===== config.mk =====
export PLATFORM = sky130hd
export DESIGN_NAME = rect_grid_placer
export DESIGN_NICKNAME = d
export VERILOG_FILES = /design/src/rtl/rgp_pkg.sv /design/src/rtl/rgp_datapath.sv /design/src/rtl/rgp_ctrl.sv /design/src/rtl/rect_grid_placer.sv
export SDC_FILE = /design/constraint.sdc
export NUM_CORES = 2
export LEC_CHECK = 0
export CORE_AREA = 2 2 367 441
export DETAILED_ROUTE_END_ITERATION = 8
export DIE_AREA = 0 0 369 443
export DONT_BUFFER_PORTS = 1
export PLACE_DENSITY_LB_ADDON = 0.08
export SETUP_SLACK_MARGIN = 0.05
export SLEW_MARGIN = 20
export SYNTH_ARGS = -nofsm -noshare
export SYNTH_HDL_FRONTEND = slang
export SYNTH_SLANG_ARGS = --single-unit

===== constraint.sdc =====
create_clock -name clk -period 11.99 [get_ports clk]
set_input_delay 2.9975 -clock clk [delete_from_list [all_inputs] [get_ports clk]]
set_output_delay 2.9975 -clock clk [all_outputs]
set_load 0.02 [all_outputs]

===== src/rtl/rgp_pkg.sv =====
// ----------------------------------------------------------------------------
// rgp_pkg
// Shared constants and types for the rectangle grid placer: grid geometry,
// label limits, result codes and the controller/datapath interface structs.
// ----------------------------------------------------------------------------
package rgp_pkg;

  localparam int GRID_ROWS  = 16;
  localparam int GRID_COLS  = 16;
  localparam int MAX_LABELS = 63;

  localparam int LABEL_W     = 6;
  localparam int LABEL_CAP   = (1 << LABEL_W) - 1;
  localparam int LABEL_LIMIT = (MAX_LABELS > LABEL_CAP) ? LABEL_CAP : MAX_LABELS;

  localparam int ROW_W  = (GRID_ROWS > 1) ? $clog2(GRID_ROWS) : 1;
  localparam int COL_W  = (GRID_COLS > 1) ? $clog2(GRID_COLS) : 1;
  localparam int POS_W  = 4;
  localparam int SIZE_W = 5;
  localparam int SUM_W  = 8;
  localparam int STAT_W = 2;

  typedef enum logic [STAT_W-1:0] {
    ST_OK      = 2'd0,
    ST_REJECT  = 2'd1,
    ST_EXHAUST = 2'd2
  } res_code_t;

  // Commands from the controller to the datapath.
  typedef struct packed {
    logic      load;
    logic      clr_wr;
    logic      rd_issue;
    logic      wr_issue;
    logic      fill_start;
    logic      res_set;
    res_code_t res_code;
    logic      count_inc;
    logic      out_load;
  } rgp_ctl_t;

  // Status from the datapath to the controller.
  typedef struct packed {
    logic is_read;
    logic in_grid;
    logic fits;
    logic exhausted;
    logic left_zero;
    logic overlap;
    logic clr_last;
    logic out_free;
  } rgp_sts_t;

endpackage


===== src/rtl/rgp_datapath.sv =====
// ----------------------------------------------------------------------------
// rgp_datapath
// Row memory of cell labels with a masked write port, request registers,
// row and row-count counters, overlap detection, result and output registers.
// ----------------------------------------------------------------------------
module rgp_datapath (
  input  logic                             clk,
  input  logic                             rst_n,
  input  logic                             in_cmd,
  input  logic [rgp_pkg::POS_W-1:0]        in_corner_x,
  input  logic [rgp_pkg::POS_W-1:0]        in_corner_y,
  input  logic [rgp_pkg::SIZE_W-1:0]       in_rect_width,
  input  logic [rgp_pkg::SIZE_W-1:0]       in_rect_height,
  input  rgp_pkg::rgp_ctl_t                ctl,
  output rgp_pkg::rgp_sts_t                sts,
  output logic                             out_valid,
  input  logic                             out_stall,
  output logic [rgp_pkg::STAT_W-1:0]       out_status,
  output logic [rgp_pkg::LABEL_W-1:0]      out_label,
  output logic [rgp_pkg::LABEL_W-1:0]      out_placed_count
);

  typedef logic [rgp_pkg::GRID_COLS-1:0][rgp_pkg::LABEL_W-1:0] row_t;

  row_t                            mem [rgp_pkg::GRID_ROWS];
  row_t                            rdata_r;

  logic                            cmd_r;
  logic [rgp_pkg::POS_W-1:0]       x_r;
  logic [rgp_pkg::POS_W-1:0]       y_r;
  logic [rgp_pkg::SIZE_W-1:0]      w_r;
  logic [rgp_pkg::SIZE_W-1:0]      h_r;
  logic [rgp_pkg::GRID_COLS-1:0]   mask_r;
  logic [rgp_pkg::GRID_COLS-1:0]   mask_nxt;
  logic [rgp_pkg::ROW_W-1:0]       row_r;
  logic [rgp_pkg::SIZE_W-1:0]      left_r;
  logic                            chk_pend_r;
  logic [rgp_pkg::LABEL_W-1:0]     total_r;
  logic [rgp_pkg::LABEL_W-1:0]     new_label;
  rgp_pkg::res_code_t              res_status_r;
  logic [rgp_pkg::LABEL_W-1:0]     res_label_r;
  logic [rgp_pkg::LABEL_W-1:0]     res_label_nxt;
  logic                            out_valid_r;
  rgp_pkg::res_code_t              out_status_r;
  logic [rgp_pkg::LABEL_W-1:0]     out_label_r;
  logic [rgp_pkg::LABEL_W-1:0]     out_count_r;
  logic                            mem_we;
  logic [rgp_pkg::GRID_COLS-1:0]   wmask;
  logic [rgp_pkg::LABEL_W-1:0]     wdata;
  logic [rgp_pkg::GRID_COLS-1:0]   hit;
  logic [rgp_pkg::SUM_W-1:0]       x_end;
  logic [rgp_pkg::SUM_W-1:0]       y_end;
  logic [rgp_pkg::SUM_W-1:0]       in_x_end;

  assign new_label = rgp_pkg::LABEL_W'(total_r + 1'b1);

  // Column mask of the rectangle, built from the incoming request.
  assign in_x_end = rgp_pkg::SUM_W'(in_corner_x) + rgp_pkg::SUM_W'(in_rect_width);
  always_comb begin
    for (int c = 0; c < rgp_pkg::GRID_COLS; c++) begin
      mask_nxt[c] = (rgp_pkg::SUM_W'(c) >= rgp_pkg::SUM_W'(in_corner_x)) &&
                    (rgp_pkg::SUM_W'(c) < in_x_end);
    end
  end

  always_ff @(posedge clk) begin
    if (ctl.load) begin
      cmd_r  <= in_cmd;
      x_r    <= in_corner_x;
      y_r    <= in_corner_y;
      w_r    <= in_rect_width;
      h_r    <= in_rect_height;
      mask_r <= mask_nxt;
    end
  end

  // The row counter also sweeps the memory for the clearing pass after reset.
  always_ff @(posedge clk) begin
    if (!rst_n) begin
      row_r <= '0;
    end else if (ctl.load) begin
      row_r <= rgp_pkg::ROW_W'(in_corner_y);
    end else if (ctl.fill_start) begin
      row_r <= rgp_pkg::ROW_W'(y_r);
    end else if (ctl.rd_issue || ctl.wr_issue || ctl.clr_wr) begin
      row_r <= rgp_pkg::ROW_W'(row_r + 1'b1);
    end
  end

  always_ff @(posedge clk) begin
    if (ctl.load) begin
      left_r <= in_rect_height;
    end else if (ctl.fill_start) begin
      left_r <= h_r;
    end else if (ctl.rd_issue || ctl.wr_issue) begin
      left_r <= rgp_pkg::SIZE_W'(left_r - 1'b1);
    end
  end

  always_ff @(posedge clk) begin
    if (!rst_n) begin
      chk_pend_r <= 1'b0;
    end else begin
      chk_pend_r <= ctl.rd_issue;
    end
  end

  // Row memory: one masked write port and one registered read port.
  assign mem_we = ctl.wr_issue || ctl.clr_wr;
  assign wmask  = ctl.clr_wr ? '1 : mask_r;
  assign wdata  = ctl.clr_wr ? '0 : new_label;

  always_ff @(posedge clk) begin
    if (mem_we) begin
      for (int c = 0; c < rgp_pkg::GRID_COLS; c++) begin
        if (wmask[c]) begin
          mem[row_r][c] <= wdata;
        end
      end
    end
    if (ctl.rd_issue) begin
      rdata_r <= mem[row_r];
    end
  end

  always_comb begin
    for (int c = 0; c < rgp_pkg::GRID_COLS; c++) begin
      hit[c] = mask_r[c] && (rdata_r[c] != '0);
    end
  end

  always_ff @(posedge clk) begin
    if (!rst_n) begin
      total_r <= '0;
    end else if (ctl.count_inc) begin
      total_r <= new_label;
    end
  end

  assign x_end = rgp_pkg::SUM_W'(x_r) + rgp_pkg::SUM_W'(w_r);
  assign y_end = rgp_pkg::SUM_W'(y_r) + rgp_pkg::SUM_W'(h_r);

  assign sts.is_read   = cmd_r;
  assign sts.in_grid   = (rgp_pkg::SUM_W'(x_r) < rgp_pkg::SUM_W'(rgp_pkg::GRID_COLS)) &&
                         (rgp_pkg::SUM_W'(y_r) < rgp_pkg::SUM_W'(rgp_pkg::GRID_ROWS));
  assign sts.fits      = (w_r != '0) && (h_r != '0) &&
                         (x_end <= rgp_pkg::SUM_W'(rgp_pkg::GRID_COLS)) &&
                         (y_end <= rgp_pkg::SUM_W'(rgp_pkg::GRID_ROWS));
  assign sts.exhausted = (total_r >= rgp_pkg::LABEL_W'(rgp_pkg::LABEL_LIMIT));
  assign sts.left_zero = (left_r == '0);
  assign sts.overlap   = chk_pend_r && (hit != '0);
  assign sts.clr_last  = (row_r == rgp_pkg::ROW_W'(rgp_pkg::GRID_ROWS - 1));
  assign sts.out_free  = !out_valid_r || !out_stall;

  // Result label: zero unless the request succeeded.
  always_comb begin
    if (ctl.res_code != rgp_pkg::ST_OK) begin
      res_label_nxt = '0;
    end else if (cmd_r) begin
      res_label_nxt = rdata_r[rgp_pkg::COL_W'(x_r)];
    end else begin
      res_label_nxt = new_label;
    end
  end

  always_ff @(posedge clk) begin
    if (ctl.res_set) begin
      res_status_r <= ctl.res_code;
      res_label_r  <= res_label_nxt;
    end
  end

  always_ff @(posedge clk) begin
    if (!rst_n) begin
      out_valid_r <= 1'b0;
    end else if (ctl.out_load) begin
      out_valid_r <= 1'b1;
    end else if (!out_stall) begin
      out_valid_r <= 1'b0;
    end
  end

  always_ff @(posedge clk) begin
    if (ctl.out_load) begin
      out_status_r <= res_status_r;
      out_label_r  <= res_label_r;
      out_count_r  <= total_r;
    end
  end

  assign out_valid        = out_valid_r;
  assign out_status       = out_status_r;
  assign out_label        = out_label_r;
  assign out_placed_count = out_count_r;

  a_total_step: assert property (@(posedge clk) disable iff (!rst_n)
    $past(rst_n) && (total_r != $past(total_r)) |->
      (total_r == rgp_pkg::LABEL_W'($past(total_r) + 1'b1)))
    else $error("placed count moved by other than one");

  a_row_in_range: assert property (@(posedge clk) disable iff (!rst_n)
    (ctl.rd_issue || ctl.wr_issue) |-> (int'(row_r) < rgp_pkg::GRID_ROWS))
    else $error("row memory accessed beyond the grid");

  a_fail_label_zero: assert property (@(posedge clk) disable iff (!rst_n)
    out_valid_r && (out_status_r != rgp_pkg::ST_OK) |-> (out_label_r == '0))
    else $error("failed request carries a nonzero label");

endmodule


===== src/rtl/rgp_ctrl.sv =====
// ----------------------------------------------------------------------------
// rgp_ctrl
// Sequencer for the rectangle grid placer: clearing pass, request decode,
// row-by-row overlap check, row-by-row fill and result hand-off.
// ----------------------------------------------------------------------------
module rgp_ctrl (
  input  logic               clk,
  input  logic               rst_n,
  input  logic               in_valid,
  output logic               in_stall,
  output rgp_pkg::rgp_ctl_t  ctl,
  input  rgp_pkg::rgp_sts_t  sts
);

  typedef enum logic [6:0] {
    S_IDLE   = 7'b0000001,
    S_CLEAR  = 7'b0000010,
    S_DECIDE = 7'b0000100,
    S_CHECK  = 7'b0001000,
    S_FILL   = 7'b0010000,
    S_RDONE  = 7'b0100000,
    S_OUT    = 7'b1000000
  } state_t;

  state_t state_r;
  state_t state_nxt;

  always_ff @(posedge clk) begin
    if (!rst_n) begin
      state_r <= S_CLEAR;
    end else begin
      state_r <= state_nxt;
    end
  end

  always_comb begin
    ctl       = '0;
    in_stall  = 1'b1;
    state_nxt = state_r;
    case (state_r)
      S_CLEAR: begin
        ctl.clr_wr = 1'b1;
        if (sts.clr_last) begin
          state_nxt = S_IDLE;
        end
      end
      S_IDLE: begin
        in_stall = 1'b0;
        if (in_valid) begin
          ctl.load  = 1'b1;
          state_nxt = S_DECIDE;
        end
      end
      S_DECIDE: begin
        if (sts.is_read) begin
          if (sts.in_grid) begin
            ctl.rd_issue = 1'b1;
            state_nxt    = S_RDONE;
          end else begin
            ctl.res_set  = 1'b1;
            ctl.res_code = rgp_pkg::ST_REJECT;
            state_nxt    = S_OUT;
          end
        end else if (sts.exhausted) begin
          ctl.res_set  = 1'b1;
          ctl.res_code = rgp_pkg::ST_EXHAUST;
          state_nxt    = S_OUT;
        end else if (!sts.fits) begin
          ctl.res_set  = 1'b1;
          ctl.res_code = rgp_pkg::ST_REJECT;
          state_nxt    = S_OUT;
        end else begin
          state_nxt = S_CHECK;
        end
      end
      S_CHECK: begin
        // Reads run one row ahead of the overlap test on the returned row.
        if (sts.overlap) begin
          ctl.res_set  = 1'b1;
          ctl.res_code = rgp_pkg::ST_REJECT;
          state_nxt    = S_OUT;
        end else if (!sts.left_zero) begin
          ctl.rd_issue = 1'b1;
        end else begin
          ctl.fill_start = 1'b1;
          state_nxt      = S_FILL;
        end
      end
      S_FILL: begin
        if (!sts.left_zero) begin
          ctl.wr_issue = 1'b1;
        end else begin
          ctl.res_set   = 1'b1;
          ctl.res_code  = rgp_pkg::ST_OK;
          ctl.count_inc = 1'b1;
          state_nxt     = S_OUT;
        end
      end
      S_RDONE: begin
        ctl.res_set  = 1'b1;
        ctl.res_code = rgp_pkg::ST_OK;
        state_nxt    = S_OUT;
      end
      S_OUT: begin
        if (sts.out_free) begin
          ctl.out_load = 1'b1;
          state_nxt    = S_IDLE;
        end
      end
      default: begin
        state_nxt = S_IDLE;
      end
    endcase
  end

  a_no_fill_exhausted: assert property (@(posedge clk) disable iff (!rst_n)
    ctl.wr_issue |-> !sts.exhausted)
    else $error("fill issued with labels exhausted");

  a_fill_after_check: assert property (@(posedge clk) disable iff (!rst_n)
    (state_r == S_FILL) && (ctl.wr_issue || ctl.count_inc) |-> !sts.is_read)
    else $error("fill sequence running for a read request");

  a_fill_entry: assert property (@(posedge clk) disable iff (!rst_n)
    ctl.fill_start |-> !sts.overlap && sts.fits)
    else $error("fill started on a rectangle that failed the check");

endmodule


===== src/rtl/rect_grid_placer.sv =====
// ----------------------------------------------------------------------------
// rect_grid_placer
// Two-dimensional occupancy grid allocator: places labelled rectangles on a
// grid of cell labels after a row-by-row overlap check, and reads cells.
// ----------------------------------------------------------------------------
// A read is decoded and its row is read, unless it is refused as outside the grid. A place
// request is decoded, checked row by row for overlap and then filled row by row (one row per
// cycle), unless refused before the check or on an overlap. Each result then goes through the
// result and output registers. One request is worked on at a time; a new one is taken while
// the previous result waits in the output register.
// After reset a clearing pass zeroes the grid row by row before any request is taken.
module rect_grid_placer (
  input  logic                             clk,
  input  logic                             rst_n,
  input  logic                             in_valid,
  output logic                             in_stall,
  input  logic                             in_cmd,
  input  logic [rgp_pkg::POS_W-1:0]        in_corner_x,
  input  logic [rgp_pkg::POS_W-1:0]        in_corner_y,
  input  logic [rgp_pkg::SIZE_W-1:0]       in_rect_width,
  input  logic [rgp_pkg::SIZE_W-1:0]       in_rect_height,
  output logic                             out_valid,
  input  logic                             out_stall,
  output logic [rgp_pkg::STAT_W-1:0]       out_status,
  output logic [rgp_pkg::LABEL_W-1:0]      out_label,
  output logic [rgp_pkg::LABEL_W-1:0]      out_placed_count
);

  rgp_pkg::rgp_ctl_t ctl;
  rgp_pkg::rgp_sts_t sts;

  rgp_ctrl u_ctrl (
    .clk      (clk),
    .rst_n    (rst_n),
    .in_valid (in_valid),
    .in_stall (in_stall),
    .ctl      (ctl),
    .sts      (sts)
  );

  rgp_datapath u_datapath (
    .clk              (clk),
    .rst_n            (rst_n),
    .in_cmd           (in_cmd),
    .in_corner_x      (in_corner_x),
    .in_corner_y      (in_corner_y),
    .in_rect_width    (in_rect_width),
    .in_rect_height   (in_rect_height),
    .ctl              (ctl),
    .sts              (sts),
    .out_valid        (out_valid),
    .out_stall        (out_stall),
    .out_status       (out_status),
    .out_label        (out_label),
    .out_placed_count (out_placed_count)
  );

endmodule

==> impl_metrics.ini <==
[status]
status = complete, no violations

[synth]
syn_area_per_cell_um2 = 22.5
synth.largest_area_cell = edfxtp_1
ys.flop_type = edfxtp_1
syn-num-nets = 2997
ys_ff_latch = 1713
synth_edf_count = 1694
syn_area_um2 = 66400
synth_top_area_share_pct = 76.6
synth-seq-area-share_pct = 77.1
synth_warnings = 0
async_flop_share_pct = 0
synthCells = 2953
synth_cell_types = 64
ys_top_cells_by_area = edfxtp_1, mux4_2, nor2_1, clkbuf_1, dfxtp_1

[floorplanning]
start_util_pct = 41.6
die-width_um = 369
fp-row-count = 161
fp.dieArea_um2 = 163000
io_pins = 39
die_height_um = 443
core-area_um2 = 160000

[placement]
place_congestion = 0.817
dp_hpwl_um = 107000
port_buffers = 0

[detailed_routing]
vias_per_cell = 5.79
drt-initial-drc-count = 2969
routedWlPerCell_um = 32.0
firstDrtPassIters = 7
wl_um = 170000
num_vias = 30700
drc_errors = 0
ant_nets = 0

[clocking]
cts_hold_buf = 0
worst_skew_pair.late_latency_ns = 0.81
cts_tree = built
cts-root-buf = clkbuf_16
cts.clk_slew.worst_paths_ns = 0.06
post_cts_buffers = 0
numCtsBuffers = 172
cts_resized = 0
h-tree-depth = 4
cts_max_path_buffers = 3
clock_sinks = 1713

[timing]
whs_ns = 0.422
fmax_ghz = 0.195
min_period_over_period_pct = 42.7
hold_viol_final = 0
maxSlewHeadroom_pct = 22.6
setup_violations = 0
worstMarginPinSlew_ns = 1.16
rsz0062_at_grt = no
final-max-slew-violation-count = 0
fin_crit_ns = 5.12
fin_tns_setup_ns = 0
finClkSkew_ns = 0.0289

[global_routing]
busiest_layer = met2
grt_first_pass_wirelength_um = 243000
grt_overflow_total = 0
grt.total_usage_pct = 21.0
antenna_found_initial = 5
met3_usage_pct = 3.46
grtUsageMet1_pct = 28.3
use_met2_pct = 35.7
grt_max_degree = 112
grt_pass1_vias = 32300

[setup_path]
cp.required_ns = 12.67
worst_setup_path_end_kind = register
worstPathArrival_ns = 5.80
crit_path_top_delay_cell = clkinv_2
timing_worst_setup_path_type = input pin to register
path_cells = inv_1 -> or2_0 -> clkinv_2 -> nor3_1 -> nand3b_2 -> nor4b_1 -> a2111oi_2
slowest_delay_ns = 0.90
startpoint_type = input pin
crit_fanout = 43

[power]
leakage_nw = 21.9
power.density_nw_per_um2 = 171
ir_drop_v = 0.000146

[min_path]
hold_path_class = register to register

[layout]
utilization_pct = 46.9
nFillCells = 13200
drive_above_1_share_pct = 27.4
area_growth_syn_to_layout_pct = 12.5
finalNetCount = 3080

[job]
max_cap_viol_count = 0
cell type report:
class	instances	area [um^2]	area share (%)
flip-flops and latches	1713	51300	68.6
inverters	10	38.8	0.0519
multi-input cells	1067	14700	19.6
clock inverters	106	1040	1.39
well taps	2119	2650	3.55
clock buffers	206	4540	6.07
diodes	1	2.50	0.00335
repair buffers	72	593	0.793
per-layer routing:
metal	up-vias	routed length, um
met5	-	7
met4	2	3490
met3	221	8630
met2	912	87400
met1	16900	70200
li1	12600	-
path summary, 6_finish.rpt:
path,end,from,cells past startpoint,slack [ns]
max,u_datapath.row_r[0]$_SDFFE_PN0P_,in_valid,7,6.87
min,u_datapath.out_status[1]$_DFFE_PP_,u_datapath.res_status_r[1]$_DFFE_PP_,0,0.42
max reg2reg,u_datapath.rdata_r[48]$_DFFE_PP_,u_datapath.rdata_r[64]$_DFFE_PP_,8,7.16
min reg2reg,u_datapath.out_status[1]$_DFFE_PP_,u_datapath.res_status_r[1]$_DFFE_PP_,0,0.42
cell usage after synthesis, types with 6 or more instances:
library cell,number
a211oi_1,6
a21oi_1,26
a31oi_1,6
and2_1,6
buf_1,42
buf_2,16
clkbuf_1,104
dfxtp_1,19
edfxtp_1,1694
ha_1,18
inv_1,9
mux4_2,508
nand2_1,32
nand3_1,11
nor2_1,289
nor2b_1,9
nor3_1,13
o21ai_0,7
o31ai_1,15
or4_1,16
xnor2_1,12
xor2_1,11
state kept, by name, indices dropped and copies added, names as in the netlist, 6 cells and up:
signal                       cells
u_datapath.mem                1536
u_datapath.rdata_r              96
u_datapath.mask_r               16
u_ctrl.state_r                   7
u_datapath.out_label             6
u_datapath.out_placed_count      6
u_datapath.res_label_r           6
u_datapath.total_r               6
power by group:
group | switching [mW] | internal, mW | total [mW] | leakage (nW)
sequential | 0.0447 | 6.66 | 6.71 | 14.3
combinational | 0.410 | 0.303 | 0.714 | 4.84
clock | 2.27 | 3.09 | 5.36 | 2.70
total | 2.72 | 10.1 | 12.8 | 21.9
critical path, delay by kind of cell:
| kind | cells | cell delay (ns) |
|---|---|---|
| and+or+nand+nor | 4 | 1.53 |
| buffers and inverters | 2 | 0.93 |
| AOI/OAI and AO/OA | 1 | 0.31 |
per-stage QoR:
stage / total power [mW] / std cells / setup slack (ns) / cell area, um^2
2_1_floorplan: 7.29 / 2953 / 3.25 / 66400
3_3_place_gp: 7.56 / 4979 / 6.47 / 69100
3_5_place_dp: 7.57 / 4979 / 6.41 / 69100
4_1_cts: 12.9 / 5291 / 6.89 / 74700
5_1_grt: 13.2 / 5293 / 6.57 / 74800
6_report: 12.8 / 5294 / 6.87 / 74800
cell usage in the layout, fill, tap and decap left out, drive strengths merged, types with 4 or more instances in the layout:
| master | n |
|---|---|
| ha | 18 |
| edfxtp | 1694 |
| nand3b | 4 |
| xor2 | 11 |
| and2 | 6 |
| nand3 | 11 |
| a31oi | 7 |
| nor2 | 289 |
| bufinv | 18 |
| o21ai | 8 |
| clkinvlp | 12 |
| nand4 | 5 |
| mux2i | 5 |
| a21oi | 26 |
| inv | 16 |
| nand2 | 33 |
| o31ai | 16 |
| clkbuf | 206 |
| xnor2 | 12 |
| a21o | 6 |
| dfxtp | 19 |
| nand2b | 4 |
| clkinv | 70 |
| or2 | 4 |
| nor2b | 9 |
| or4 | 16 |
| o22ai | 5 |
| mux4 | 510 |
| buf | 72 |
| nor3 | 13 |
| nor4 | 6 |
| a211oi | 6 |
cells by family after synthesis:
kind of cell    after synthesis  share of synthesized area, %
compound gates               96                          1.01
xor+xnor                     23                         0.303
fa+ha+maj                    21                         0.429
buf+inv                     173                          1.02
flops                      1713                          77.1
mux                         517                          17.4
simple gates                410                          2.70
(Power assumes the default switching activity.)
